$ cat src/rtl/core/ssu_pkg.sv
// Shared constants, codes and control structs for the substring search unit.
package ssu_pkg;

  // Pattern capacity and derived widths
  localparam int PAT_MAX   = 64;
  localparam int PAT_AW    = $clog2(PAT_MAX);
  localparam int LEN_W     = $clog2(PAT_MAX + 1);
  localparam int TXT_DEPTH = 1 << PAT_AW;   // ring of a power-of-two depth, >= PAT_MAX
  localparam int BYTE_W    = 8;
  localparam int KIND_W    = 2;
  localparam int POS_W     = 32;

  // Input beat kinds
  typedef enum logic [KIND_W-1:0] {
    KIND_CLEAR = 2'd0,
    KIND_PAT   = 2'd1,
    KIND_TEXT  = 2'd2
  } kind_t;

  // Controller states
  typedef enum logic [2:0] {
    ST_IDLE,
    ST_RD,
    ST_CK,
    ST_POS,
    ST_EMIT
  } state_t;

  // Controller to datapath commands
  typedef struct packed {
    logic accept;     // input beat taken this cycle
    logic rd;         // read pattern and window bytes at the compare index
    logic inc;        // step compare index
    logic set_found;  // search ends with a match
    logic set_miss;   // search ends without a match
    logic pos;        // work out the end position
    logic load;       // move the result into the output register
  } cmd_t;

  // Datapath to controller status
  typedef struct packed {
    logic text_live;  // input beat is a text byte and the search is still open
    logic len_zero;   // pattern empty
    logic too_short;  // fewer text bytes seen than pattern bytes, this beat included
    logic in_last;    // tlast of the input beat
    logic last_r;     // tlast of the text beat under compare
    logic byte_eq;    // registered pattern and window bytes agree
    logic idx_end;    // compare index is on the last pattern byte
    logic out_busy;   // output register holds a beat not taken this cycle
    logic done;       // search finished, text ignored until clear
  } sts_t;

endpackage

$ cat src/rtl/core/ssu_ctrl.sv
// Sequencer for the substring search: beat intake, byte compare loop and result hand-off.
module ssu_ctrl (
  input  logic          clk,
  input  logic          rst_n,
  input  logic          in_tvalid,
  output logic          in_tready,
  input  ssu_pkg::sts_t sts,
  output ssu_pkg::cmd_t cmd
);
  import ssu_pkg::*;

  state_t state_r;
  state_t state_nxt;

  // State register
  always_ff @(posedge clk) begin
    if (!rst_n) begin
      state_r <= ST_IDLE;
    end else begin
      state_r <= state_nxt;
    end
  end

  // Next state and commands
  always_comb begin
    state_nxt = state_r;
    cmd       = '0;
    in_tready = 1'b0;
    unique case (state_r)
      ST_IDLE: begin
        in_tready = 1'b1;
        if (in_tvalid) begin
          cmd.accept = 1'b1;
          if (sts.text_live) begin
            if (sts.len_zero) begin
              cmd.set_found = 1'b1;
              state_nxt     = ST_POS;
            end else if (sts.too_short) begin
              if (sts.in_last) begin
                cmd.set_miss = 1'b1;
                state_nxt    = ST_EMIT;
              end
            end else begin
              state_nxt = ST_RD;
            end
          end
        end
      end
      ST_RD: begin
        cmd.rd    = 1'b1;
        state_nxt = ST_CK;
      end
      ST_CK: begin
        if (sts.byte_eq) begin
          if (sts.idx_end) begin
            cmd.set_found = 1'b1;
            state_nxt     = ST_POS;
          end else begin
            cmd.inc   = 1'b1;
            state_nxt = ST_RD;
          end
        end else if (sts.last_r) begin
          cmd.set_miss = 1'b1;
          state_nxt    = ST_EMIT;
        end else begin
          state_nxt = ST_IDLE;
        end
      end
      ST_POS: begin
        cmd.pos   = 1'b1;
        state_nxt = ST_EMIT;
      end
      ST_EMIT: begin
        if (!sts.out_busy) begin
          cmd.load  = 1'b1;
          state_nxt = ST_IDLE;
        end
      end
      default: begin
        state_nxt = ST_IDLE;
      end
    endcase
  end

endmodule

$ cat src/rtl/core/ssu_dp.sv
// Datapath: pattern and text memories, counters, compare and position arithmetic, output register.
module ssu_dp (
  input  logic                          clk,
  input  logic                          rst_n,
  input  logic                          cfg_wr_en,
  input  logic [ssu_pkg::POS_W-1:0]     cfg_wr_data,
  input  logic [ssu_pkg::BYTE_W-1:0]    in_tdata,
  input  logic [ssu_pkg::KIND_W-1:0]    in_tuser,
  input  logic                          in_tlast,
  output logic                          out_tvalid,
  input  logic                          out_tready,
  output logic [2*ssu_pkg::POS_W-1:0]   out_tdata,
  output logic                          out_tuser,
  input  ssu_pkg::cmd_t                 cmd,
  output ssu_pkg::sts_t                 sts
);
  import ssu_pkg::*;

  logic [BYTE_W-1:0] pat_mem [PAT_MAX];
  logic [BYTE_W-1:0] txt_mem [TXT_DEPTH];

  logic [POS_W-1:0]  ws_r;
  logic [LEN_W-1:0]  len_r;
  logic [POS_W-1:0]  bs_r;
  logic              done_r;
  logic [PAT_AW-1:0] wptr_r;
  logic [PAT_AW-1:0] idx_r;
  logic              last_r;
  logic              found_r;
  logic [BYTE_W-1:0] pat_q_r;
  logic [BYTE_W-1:0] txt_q_r;
  logic [POS_W-1:0]  end_pos_r;
  logic              out_tvalid_r;
  logic              out_found_r;
  logic [POS_W-1:0]  out_first_r;
  logic [POS_W-1:0]  out_last_r;

  logic [POS_W-1:0]  bs_inc;
  logic              is_clear;
  logic              is_pat;
  logic              is_text;
  logic              pat_wr;
  logic              txt_wr;
  logic [PAT_AW:0]   txt_ra_full;
  logic [PAT_AW-1:0] txt_ra;
  logic [LEN_W-1:0]  idx_next;
  logic [POS_W-1:0]  len_ext;
  logic [POS_W-1:0]  first_pos;

  // Beat decode
  assign is_clear = (in_tuser == KIND_CLEAR);
  assign is_pat   = (in_tuser == KIND_PAT);
  assign is_text  = (in_tuser == KIND_TEXT);
  assign pat_wr   = cmd.accept && is_pat && (len_r < LEN_W'(PAT_MAX));
  assign txt_wr   = cmd.accept && is_text && !done_r;

  // Saturating count of text bytes
  assign bs_inc = (bs_r == {POS_W{1'b1}}) ? bs_r : bs_r + POS_W'(1);

  // Window read address: oldest byte of the last len bytes, plus compare index
  assign txt_ra_full = {1'b0, wptr_r} - (PAT_AW+1)'(len_r) + {1'b0, idx_r};
  assign txt_ra      = txt_ra_full[PAT_AW-1:0];
  assign idx_next    = LEN_W'(idx_r) + LEN_W'(1);
  assign len_ext     = POS_W'(len_r);

  // Status
  always_comb begin
    sts           = '0;
    sts.text_live = is_text && !done_r;
    sts.len_zero  = (len_r == '0);
    sts.too_short = (bs_inc < len_ext);
    sts.in_last   = in_tlast;
    sts.last_r    = last_r;
    sts.byte_eq   = (pat_q_r == txt_q_r);
    sts.idx_end   = (idx_next == len_r);
    sts.out_busy  = out_tvalid_r && !out_tready;
    sts.done      = done_r;
  end

  // Configuration register
  always_ff @(posedge clk) begin
    if (!rst_n) begin
      ws_r <= POS_W'(1);
    end else if (cfg_wr_en) begin
      ws_r <= cfg_wr_data;
    end
  end

  // Search control state
  always_ff @(posedge clk) begin
    if (!rst_n) begin
      len_r  <= '0;
      bs_r   <= '0;
      done_r <= 1'b0;
      wptr_r <= '0;
      idx_r  <= '0;
    end else begin
      if (cmd.accept && is_clear) begin
        len_r  <= '0;
        bs_r   <= '0;
        done_r <= 1'b0;
        wptr_r <= '0;
      end
      if (pat_wr) begin
        len_r <= len_r + LEN_W'(1);
      end
      if (txt_wr) begin
        wptr_r <= wptr_r + PAT_AW'(1);
        bs_r   <= bs_inc;
        idx_r  <= '0;
      end
      if (cmd.inc) begin
        idx_r <= idx_r + PAT_AW'(1);
      end
      if (cmd.set_found || cmd.set_miss) begin
        done_r <= 1'b1;
      end
    end
  end

  // Pattern memory
  always_ff @(posedge clk) begin
    if (pat_wr) begin
      pat_mem[len_r[PAT_AW-1:0]] <= in_tdata;
    end
    if (cmd.rd) begin
      pat_q_r <= pat_mem[idx_r];
    end
  end

  // Text window ring
  always_ff @(posedge clk) begin
    if (txt_wr) begin
      txt_mem[wptr_r] <= in_tdata;
    end
    if (cmd.rd) begin
      txt_q_r <= txt_mem[txt_ra];
    end
  end

  // Per-search payload: tlast of the beat, outcome and end position
  always_ff @(posedge clk) begin
    if (txt_wr) begin
      last_r <= in_tlast;
    end
    if (cmd.set_found || cmd.set_miss) begin
      found_r <= cmd.set_found;
    end
    if (cmd.pos) begin
      end_pos_r <= (len_r == '0) ? ws_r - POS_W'(1) : ws_r + bs_r - POS_W'(1);
    end
  end

  // Start position from end position; empty pattern starts at the window start
  assign first_pos = (len_r == '0) ? ws_r : end_pos_r - (len_ext - POS_W'(1));

  // Output register
  always_ff @(posedge clk) begin
    if (!rst_n) begin
      out_tvalid_r <= 1'b0;
    end else if (cmd.load) begin
      out_tvalid_r <= 1'b1;
    end else if (out_tready) begin
      out_tvalid_r <= 1'b0;
    end
  end

  always_ff @(posedge clk) begin
    if (cmd.load) begin
      out_found_r <= found_r;
      out_first_r <= found_r ? first_pos : '0;
      out_last_r  <= found_r ? end_pos_r : '0;
    end
  end

  assign out_tvalid = out_tvalid_r;
  assign out_tuser  = out_found_r;
  assign out_tdata  = {out_last_r, out_first_r};

endmodule

$ cat src/rtl/core/substring_search_unit.sv
// Top level of the substring search unit: sequencer, datapath and checks.
//
//  channel  dir  handshake              payload
//  in_      in   in_tvalid/in_tready    tdata: data_byte; tuser: kind; tlast: last
//  out_     out  out_tvalid/out_tready  tdata: first_pos, last_pos; tuser: found
//  cfg_     in   cfg_wr_en              cfg_wr_data: window_start
//
// Clear and pattern beats are taken in the idle state. A text beat is taken there too,
// then each pattern byte is compared in a read and a check state up to the first
// mismatch; a found result passes the position and emit states, a not-found result
// only the emit state, waiting while the output register still holds a beat. The
// compare loop reads one pattern and one window byte per pass from single-port memories.
// Reset is synchronous, active low; no clearing pass is needed.
// A result waits in the output register; a further result stalls until that beat is taken.
module substring_search_unit (
  input  logic                          clk,
  input  logic                          rst_n,
  input  logic                          cfg_wr_en,
  input  logic [ssu_pkg::POS_W-1:0]     cfg_wr_data,
  input  logic                          in_tvalid,
  output logic                          in_tready,
  input  logic [ssu_pkg::BYTE_W-1:0]    in_tdata,   // [7:0] data_byte
  input  logic [ssu_pkg::KIND_W-1:0]    in_tuser,   // [1:0] kind
  input  logic                          in_tlast,
  output logic                          out_tvalid,
  input  logic                          out_tready,
  output logic [2*ssu_pkg::POS_W-1:0]   out_tdata,  // [31:0] first_pos, [63:32] last_pos
  output logic                          out_tuser   // [0] found
);
  import ssu_pkg::*;

  cmd_t cmd;
  sts_t sts;

  ssu_ctrl u_ctrl (
    .clk       (clk),
    .rst_n     (rst_n),
    .in_tvalid (in_tvalid),
    .in_tready (in_tready),
    .sts       (sts),
    .cmd       (cmd)
  );

  ssu_dp u_dp (
    .clk         (clk),
    .rst_n       (rst_n),
    .cfg_wr_en   (cfg_wr_en),
    .cfg_wr_data (cfg_wr_data),
    .in_tdata    (in_tdata),
    .in_tuser    (in_tuser),
    .in_tlast    (in_tlast),
    .out_tvalid  (out_tvalid),
    .out_tready  (out_tready),
    .out_tdata   (out_tdata),
    .out_tuser   (out_tuser),
    .cmd         (cmd),
    .sts         (sts)
  );

`ifndef NO_ASSERTIONS
  // A not-found beat carries zero positions
  a_miss_zero: assert property (@(posedge clk) disable iff (!rst_n)
    (out_tvalid && !out_tuser) |-> (out_tdata == '0))
    else $error("not-found result with non-zero positions");

  // Every result beat closes the search
  a_result_done: assert property (@(posedge clk) disable iff (!rst_n)
    $rose(out_tvalid) |-> sts.done)
    else $error("result issued while search still open");

  // A clear beat reopens the search
  a_clear_reopens: assert property (@(posedge clk) disable iff (!rst_n)
    (in_tvalid && in_tready && (in_tuser == KIND_CLEAR)) |=> !sts.done)
    else $error("search still closed after clear");
`endif

endmodule
$ cat config.mk
export PLATFORM = sky130hd
export DESIGN_NAME = substring_search_unit
export DESIGN_NICKNAME = d
export VERILOG_FILES = /design/src/rtl/core/ssu_pkg.sv /design/src/rtl/core/ssu_ctrl.sv /design/src/rtl/core/ssu_dp.sv /design/src/rtl/core/substring_search_unit.sv
export SDC_FILE = /design/constraint.sdc
export NUM_CORES = 2
export LEC_CHECK = 0
export BUFFER_PORTS_ARGS = -buffer_cell sky130_fd_sc_hd__buf_4
export CORE_ASPECT_RATIO = 0.8
export CORE_UTILIZATION = 40
export CTS_CLUSTER_DIAMETER = 150
export DETAILED_ROUTE_END_ITERATION = 16
export SYNTH_ARGS = -nofsm -noshare
export SYNTH_HDL_FRONTEND = slang
export SYNTH_SLANG_ARGS = --single-unit
$ cat constraint.sdc
create_clock -name clk -period 4.4 [get_ports clk]
set_input_delay 0.88 -clock clk [delete_from_list [all_inputs] [get_ports clk]]
set_output_delay 0.88 -clock clk [all_outputs]
set_load 0.1 [all_outputs]
Word level (Yosys, flattened, before mapping)
Memory sizes are Yosys's and may differ from the RTL's. A register that Yosys moved wholly into a read port is not among the register bits.
Index checks and enable logic that the tools add are counted.
{"block": "classes", "reduce_logical": 19, "eq_ne": 13, "order_cmp": 2, "add_sub_neg": 12, "muxes": 49}
{"cell": "$mux W32", "n": 5}
{"cell": "$sub A32 B1 Y32 const B", "n": 2}
{"cell": "$add A32 B1 Y32 const B", "n": 1}
{"cell": "$add A32 B32 Y32", "n": 1}
{"cell": "$eq A32 B32 Y1 const B", "n": 1}
{"cell": "$lt A32 B7 Y1", "n": 1}
{"cell": "$sub A32 B32 Y32", "n": 1}
{"cell": "$mux W1", "n": 24}
{"cell": "$mux W3", "n": 8}
{"cell": "$mux W6", "n": 4}
{"cell": "$pmux W3 S5", "n": 1}
{"cell": "$mux W7", "n": 2}
{"cell": "$add A6 B1 Y6 const B", "n": 2}
{"cell": "$reduce_bool A2 Y1", "n": 5}
{"cell": "$eq A8 B8 Y1", "n": 1}
{"cell": "$mux W2", "n": 4}
{"cell": "$sub A7 B1 Y8 const B", "n": 1}
{"cell": "$add A6 B1 Y7 const B", "n": 1}
{"cell": "$add A7 B1 Y7 const B", "n": 1}
{"cell": "$eq A7 B7 Y1", "n": 1}
{"cell": "$logic_and A1 B1 Y1", "n": 7}
{"cell": "$logic_not A7 Y1", "n": 1}
{"cell": "$lt A7 B7 Y1 const B", "n": 1}
{"cell": "$add A6 B6 Y6", "n": 1}
{"cell": "14 further kinds", "n": 18}
{"block": "word_totals", "in_bits": 48, "elab_cells": 111, "regBits": 187, "ramBits": 1024, "mem_count": 2}
{"memory": "u_dp.pat_mem", "depth": 64, "word_bits": 8, "rd": 1, "rd_clocked_by_memory_dff": 1, "wr": 1, "line_no": "ssu_dp.sv:19", "text": "logic [BYTE_W-1:0] pat_mem [PAT_MAX];"}
{"memory": "u_dp.txt_mem", "depth": 64, "word_bits": 8, "rd": 1, "rd_clocked_by_memory_dff": 1, "wr": 1, "line_no": "ssu_dp.sv:20", "text": "logic [BYTE_W-1:0] txt_mem [TXT_DEPTH];"}

Longest topological paths before layout
{"block": "depth", "word_depth": 10, "depth_mapped": 19, "mapped_depth_nobuf": 16}

Modules after synthesis
A second synthesis with hierarchy kept.
{"block": "hier_totals", "hier_cells": 3256, "area_unflattened_um2": 53413.7}
{"mod": "ssu_dp", "area_per_inst_um2": 53108.4, "cells_per_inst": 3218, "instances": 1}
{"mod": "ssu_ctrl", "area_per_inst_um2": 305.3, "cells_per_inst": 38, "instances": 1}

Worst setup path after synthesis
No wires, ideal clock.
{"block": "synth_timing", "kind": "reg-to-reg", "from": "register u_ctrl.state_r[2]", "to": "memory u_dp.txt_mem[0][0] (enable)", "period_less_slack_ns": 5.296, "slack_ns": -0.896, "path_stages_with_launch": 7, "t_required_ns": 4.005, "t_arrival_ns": 4.901, "setup_ns": 0.395, "cell_sequence": "dfxtp_1 nor3_1 nand2_1 clkinv_1 clkbuf_1 nand3_1 nor4_1"}
{"block": "synth_via", "elab_chain_len": 6}
{"item": "from (decl)", "line_no": "ssu_ctrl.sv:12", "text": "state_t state_r;"}
{"item": "from (signal assigned)", "line_no": "ssu_ctrl.sv:20", "text": "state_r <= state_nxt;"}
{"item": "$logic_not A3 Y1", "line_no": "ssu_ctrl.sv:29", "text": "unique case (state_r)"}
{"item": "$mux W1", "line_no": "ssu_ctrl.sv:29"}
{"item": "$logic_and A1 B1 Y1 (2 in a row)", "line_no": "ssu_dp.sv:55", "text": "assign txt_wr = cmd.accept && is_text && !done_r;"}
{"item": "$mux W1", "line_no": "ssu_dp.sv:133", "text": "if (txt_wr) begin"}
{"item": "$mux W1 (not written as such)", "line_no": "ssu_dp.sv:134", "text": "txt_mem[wptr_r] <= in_tdata;"}
{"item": "to (decl)", "line_no": "ssu_dp.sv:20"}
Every way passes these cells.

Worst setup path in the final report
{"block": "layout_timing", "from": "register u_dp.len_r[1]", "to": "register u_dp.out_first_r[27], data pin"}
{"block": "layout_via", "elab_chain_len": 3, "word_cells_on_any_way": 4, "cone_classes": "2 x add/sub; 1 x mux; 1 x reduce/logical"}
{"item": "from (decl)", "line_no": "ssu_dp.sv:23", "text": "logic [LEN_W-1:0] len_r;"}
{"item": "from (signal assigned)", "line_no": "ssu_dp.sv:105", "text": "len_r <= len_r + LEN_W'(1);"}
{"item": "$sub A7 B1 Y8", "line_no": "ssu_dp.sv:155", "text": "assign first_pos = (len_r == '0) ? ws_r : end_pos_r - (len_ext - POS_W'(1));"}
{"item": "$sub A32 B32 Y32", "line_no": "ssu_dp.sv:155"}
{"item": "$mux W32 *", "line_no": "ssu_dp.sv:155"}
{"item": "to (signal assigned)", "line_no": "ssu_dp.sv:171", "text": "out_first_r <= found_r ? first_pos : '0;"}
{"item": "to (decl)", "line_no": "ssu_dp.sv:35", "text": "logic [POS_W-1:0] out_first_r;"}
Mark *: on every way between the ends. The rest lies on a longest branch, timed or not.
A chain may end at the register's enable or synchronous reset.

==> impl_metrics.csv <==
group,metric,value,unit
outcome,status,"complete, no violations",
synthesis,synth_top_area_share,0.638,
synthesis,ys_types,85,
synthesis,syn_inst,3287,
power_and_ir_drop,ir_drop,395,uV
global_route,grt_pass1_vias,28800,
layout,final_core_util,0.463,
routing,wl_met1,58.9,mm
layout,multiInputGateArea,16500,sq um
routing,drt-vias-per-instance,5.54,
routing,drtIter0Drc,2907,
worst_setup_path,crit_arrival,4.63,ns
global_route,antenna_found_initial,1,
layout,regArea,36000,sq um
die,io_pins,115,
die,core-area,132000,sq um
sta,relSlewSlack,0.231,
synthesis,synth-main-ff-cell,"edfxtp_1",
synthesis,yosysSeqAreaShare,0.671,
global_route,grt_max_degree,132,
power_and_ir_drop,p_leak,19.9,nW
die,die_height,329,um
routing,routedWlPerCell,23.8,um
sta,period_share,0.949,
placement,portBuffers,114,
die,die_w,411,um
synthesis,synth_edf_count,1139,
clock_tree,clk_latency,0.75,ns
clock_tree,clkSinkCount,1227,
power_and_ir_drop,powerDensity,444,nW/um^2
clock_tree,numCtsBuffers,118,
synthesis,syn_area_per_cell,16.3,sq um
sta,finalCriticalPeriod,4.17,ns
routing,postRouteAntennaNets,0,
worst_hold_path,hold_path.class,"in2reg",
synthesis,synth-seq-cells,1227,
routing,wl_met3,7.09,mm
synthesis,yosys-top-cells-area,"edfxtp_1, mux4_2, dfxtp_1",
layout,fin_nets,3666,
synthesis,async_reset_ff_frac,0,
clock_tree,clockRootBuffer,"clkbuf_16",
clock_tree,tritoncts,"done",
placement,hpwlAfterDp,82.2,mm
clock_tree,cts_hold_buffers,0,
worst_setup_path,slowest_stage,"or4b_2",
die,fp.dieArea,136000,sq um
worst_setup_path,end_kind,"flop",
worst_setup_path,cp_max_fo,6,
global_route,overflow,0,
layout,layout-area-overhead-vs-synth,14.3,%
synthesis,synth_fp_nets,3452,
worst_setup_path,critPathMaxStageDelay,0.65,ns
layout,drive_gt1_frac,0.226,
worst_setup_path,cp-start-kind,"flop",
routing,routed.top_layer,"met4",
layout,nFillCells,11300,
worst_setup_path,cp_top_family,"simple AND/OR/NAND/NOR gates",
layout,most-common-layout-cells,"edfxtp_1, mux4_2, nor2_1",
synthesis,synth_top_area_cell,"edfxtp_1",
layout,diodes,0,
flow_run,max-cap-violations,0,
worst_setup_path,crit_required,4.85,ns
routing,first_pass_iters,5,
sta,rsz0062_at_grt,"false",
die,start_util,0.405,
worst_setup_path,cp_cell_sequence,"inv_1 > ha_1 > or4b_2 > nor3_4 > nor2_1 > ha_1 > o21ai_0 > nor3_1 > o41ai_1 > nand2b_1 > o311ai_1 > buf_4 > a21oi_1 > o21ai_0 > a31oi_1 > xnor2_1 > o21ai_0",
sta,fmax,240,MHz
synthesis,synth_area,53600,sq um
routing,vias,29700,
clock_tree,clockBufferDepth,3,
sta,skew,0.0489,ns
routing,wl,127,mm
die,rows,119,
clock_tree,h-tree-depth,3,
global_route,grt_use_total,0.189,
sta,finalSetupTns,0,ns
sta,tightest_slew,1.15,ns
global_route,grt_pass1_wl,191,mm
synthesis,yosys_warnings,0,
routing,dr_wl_met2,58.5,mm
sta,maxSlewViolCount,0,
placement,gp_congestion,0.900,
worst_setup_path,cpMostUsedCell,"o21ai_0",
worst_setup_path,path_class,"reg2reg",
routing,drc,0,
layout,final_common_cell,"edfxtp_1",
sta,setup_viol,0,
sta,final-hold-violation-count,0,
worst_setup_path,critPathBufInv,2,
clock_tree,clk_pin_slew_worst_paths,0.06,ns
[logic make-up (layout without fill, tap and decap cells)]
group                      Yosys count  after routing  share of synthesized area
muxes                              370            370                      0.146
xor gates and xnor gates           117            117                     0.0191
adders and majority gates          117            117                     0.0283
buffers and inverters              323            638                     0.0232
DFF                               1227           1227                      0.671
and+or+nand+nor                    744            744                     0.0669
AOI/OAI and AO/OA                  389            389                     0.0462
[timing repair]
item / CTS / global route
buffers inserted: 2 / 2
pin swaps: 0 / 1
resized for setup: 0 / 6
setup endpoints to repair: 1 / 10
[worst reg2reg max path, delay by kind of cell (launching register included)]
kind	cells	cell delay, ns
AOI/OAI and AO/OA	7	1.16
buffers and inverters	2	0.36
adders and majority gates	2	0.57
and+or+nand+nor	5	1.29
xor gates and xnor gates	1	0.14
DFF	1	0.37
[area by class of cell]
cell class              count  area share
inverters                 161     0.00986
multi-input cells        1737       0.269
clock buffers             140      0.0507
clock inverters            81      0.0143
flip-flops and latches   1227       0.587
repair buffers            256      0.0334
well taps                1754      0.0358
[where the power goes]
group	internal (mW)	leakage, nW	total, mW	switching (mW)
registers	13.0	11.0	13.1	0.119
logic	1.54	6.99	3.77	2.23
clock network	5.84	1.93	10.4	4.52
total	20.4	19.9	27.2	6.87
[metrics by stage]
stage / instances / setup WS (ns) / area, sq um / hold slack (ns) / total power [mW]
3_5_place_dp: 5131 / 0.0436 / 57300 / 0.463 / 17.1
4_1_cts: 5354 / 0.0487 / 61300 / 0.273 / 27.5
6_report: 5356 / 0.225 / 61300 / 0.331 / 27.2
3_3_place_gp: 5131 / 0.165 / 57300 / 0.453 / 17.1
5_1_grt: 5356 / 0.0290 / 61300 / 0.291 / 28.2
2_1_floorplan: 3287 / 0.0215 / 53600 / 0.441 / 15.9
[path summary, 6_finish.rpt]
check	from	to	slack (ns)	cells after the start
hold / removal	in_tlast	u_dp.last_r	0.33	1
hold reg to reg	u_dp.done_r	u_dp.done_r	0.46	2
setup / recovery	u_dp.len_r[1]	u_dp.out_first_r[27]	0.23	17
setup reg to reg	u_dp.len_r[1]	u_dp.out_first_r[27]	0.23	17
[registers in the layout, summed over array words and instances, names as in the netlist]
signal,count
u_dp.pat_mem,512
u_dp.txt_mem,512
u_dp.bs_r,32
u_dp.end_pos_r,32
u_dp.out_first_r,32
u_dp.out_last_r,32
u_dp.ws_r,32
u_dp.pat_q_r,8
u_dp.txt_q_r,8
u_dp.len_r,7
u_dp.idx_r,6
u_dp.wptr_r,6
u_ctrl.state_r,3
u_dp.done_r,1
u_dp.found_r,1
u_dp.last_r,1
u_dp.out_tuser,1
u_dp.out_tvalid,1
[layer usage]
layer / GRT usage / up-vias
met2: 0.286 / 841
met4: 0.0472 / 0
met3: 0.0289 / 172
met5: 0 / -
li1: - / 13400
met1: 0.284 / 15300
[synthesized netlist by cell type (7+ instances only)]
master	instances
o211ai_1	9
nand4_1	27
nor4_1	19
inv_1	156
ha_1	110
or3_1	11
dfxtp_1	88
or2_2	7
nor3_1	50
and3_1	21
fa_1	7
o21a_1	17
a21o_1	20
a21oi_1	130
edfxtp_1	1139
buf_2	12
a21boi_0	8
mux4_2	328
nor2b_1	21
nor2_1	294
buf_1	33
a211oi_1	18
and2_1	52
clkbuf_1	114
nand2b_1	16
o21ai_0	92
xnor2_1	82
nand2_1	117
xor2_1	35
mux2i_1	40
a31o_2	8
a311oi_1	7
nand3_1	74
a31oi_1	19
(Power assumes the default switching activity.)
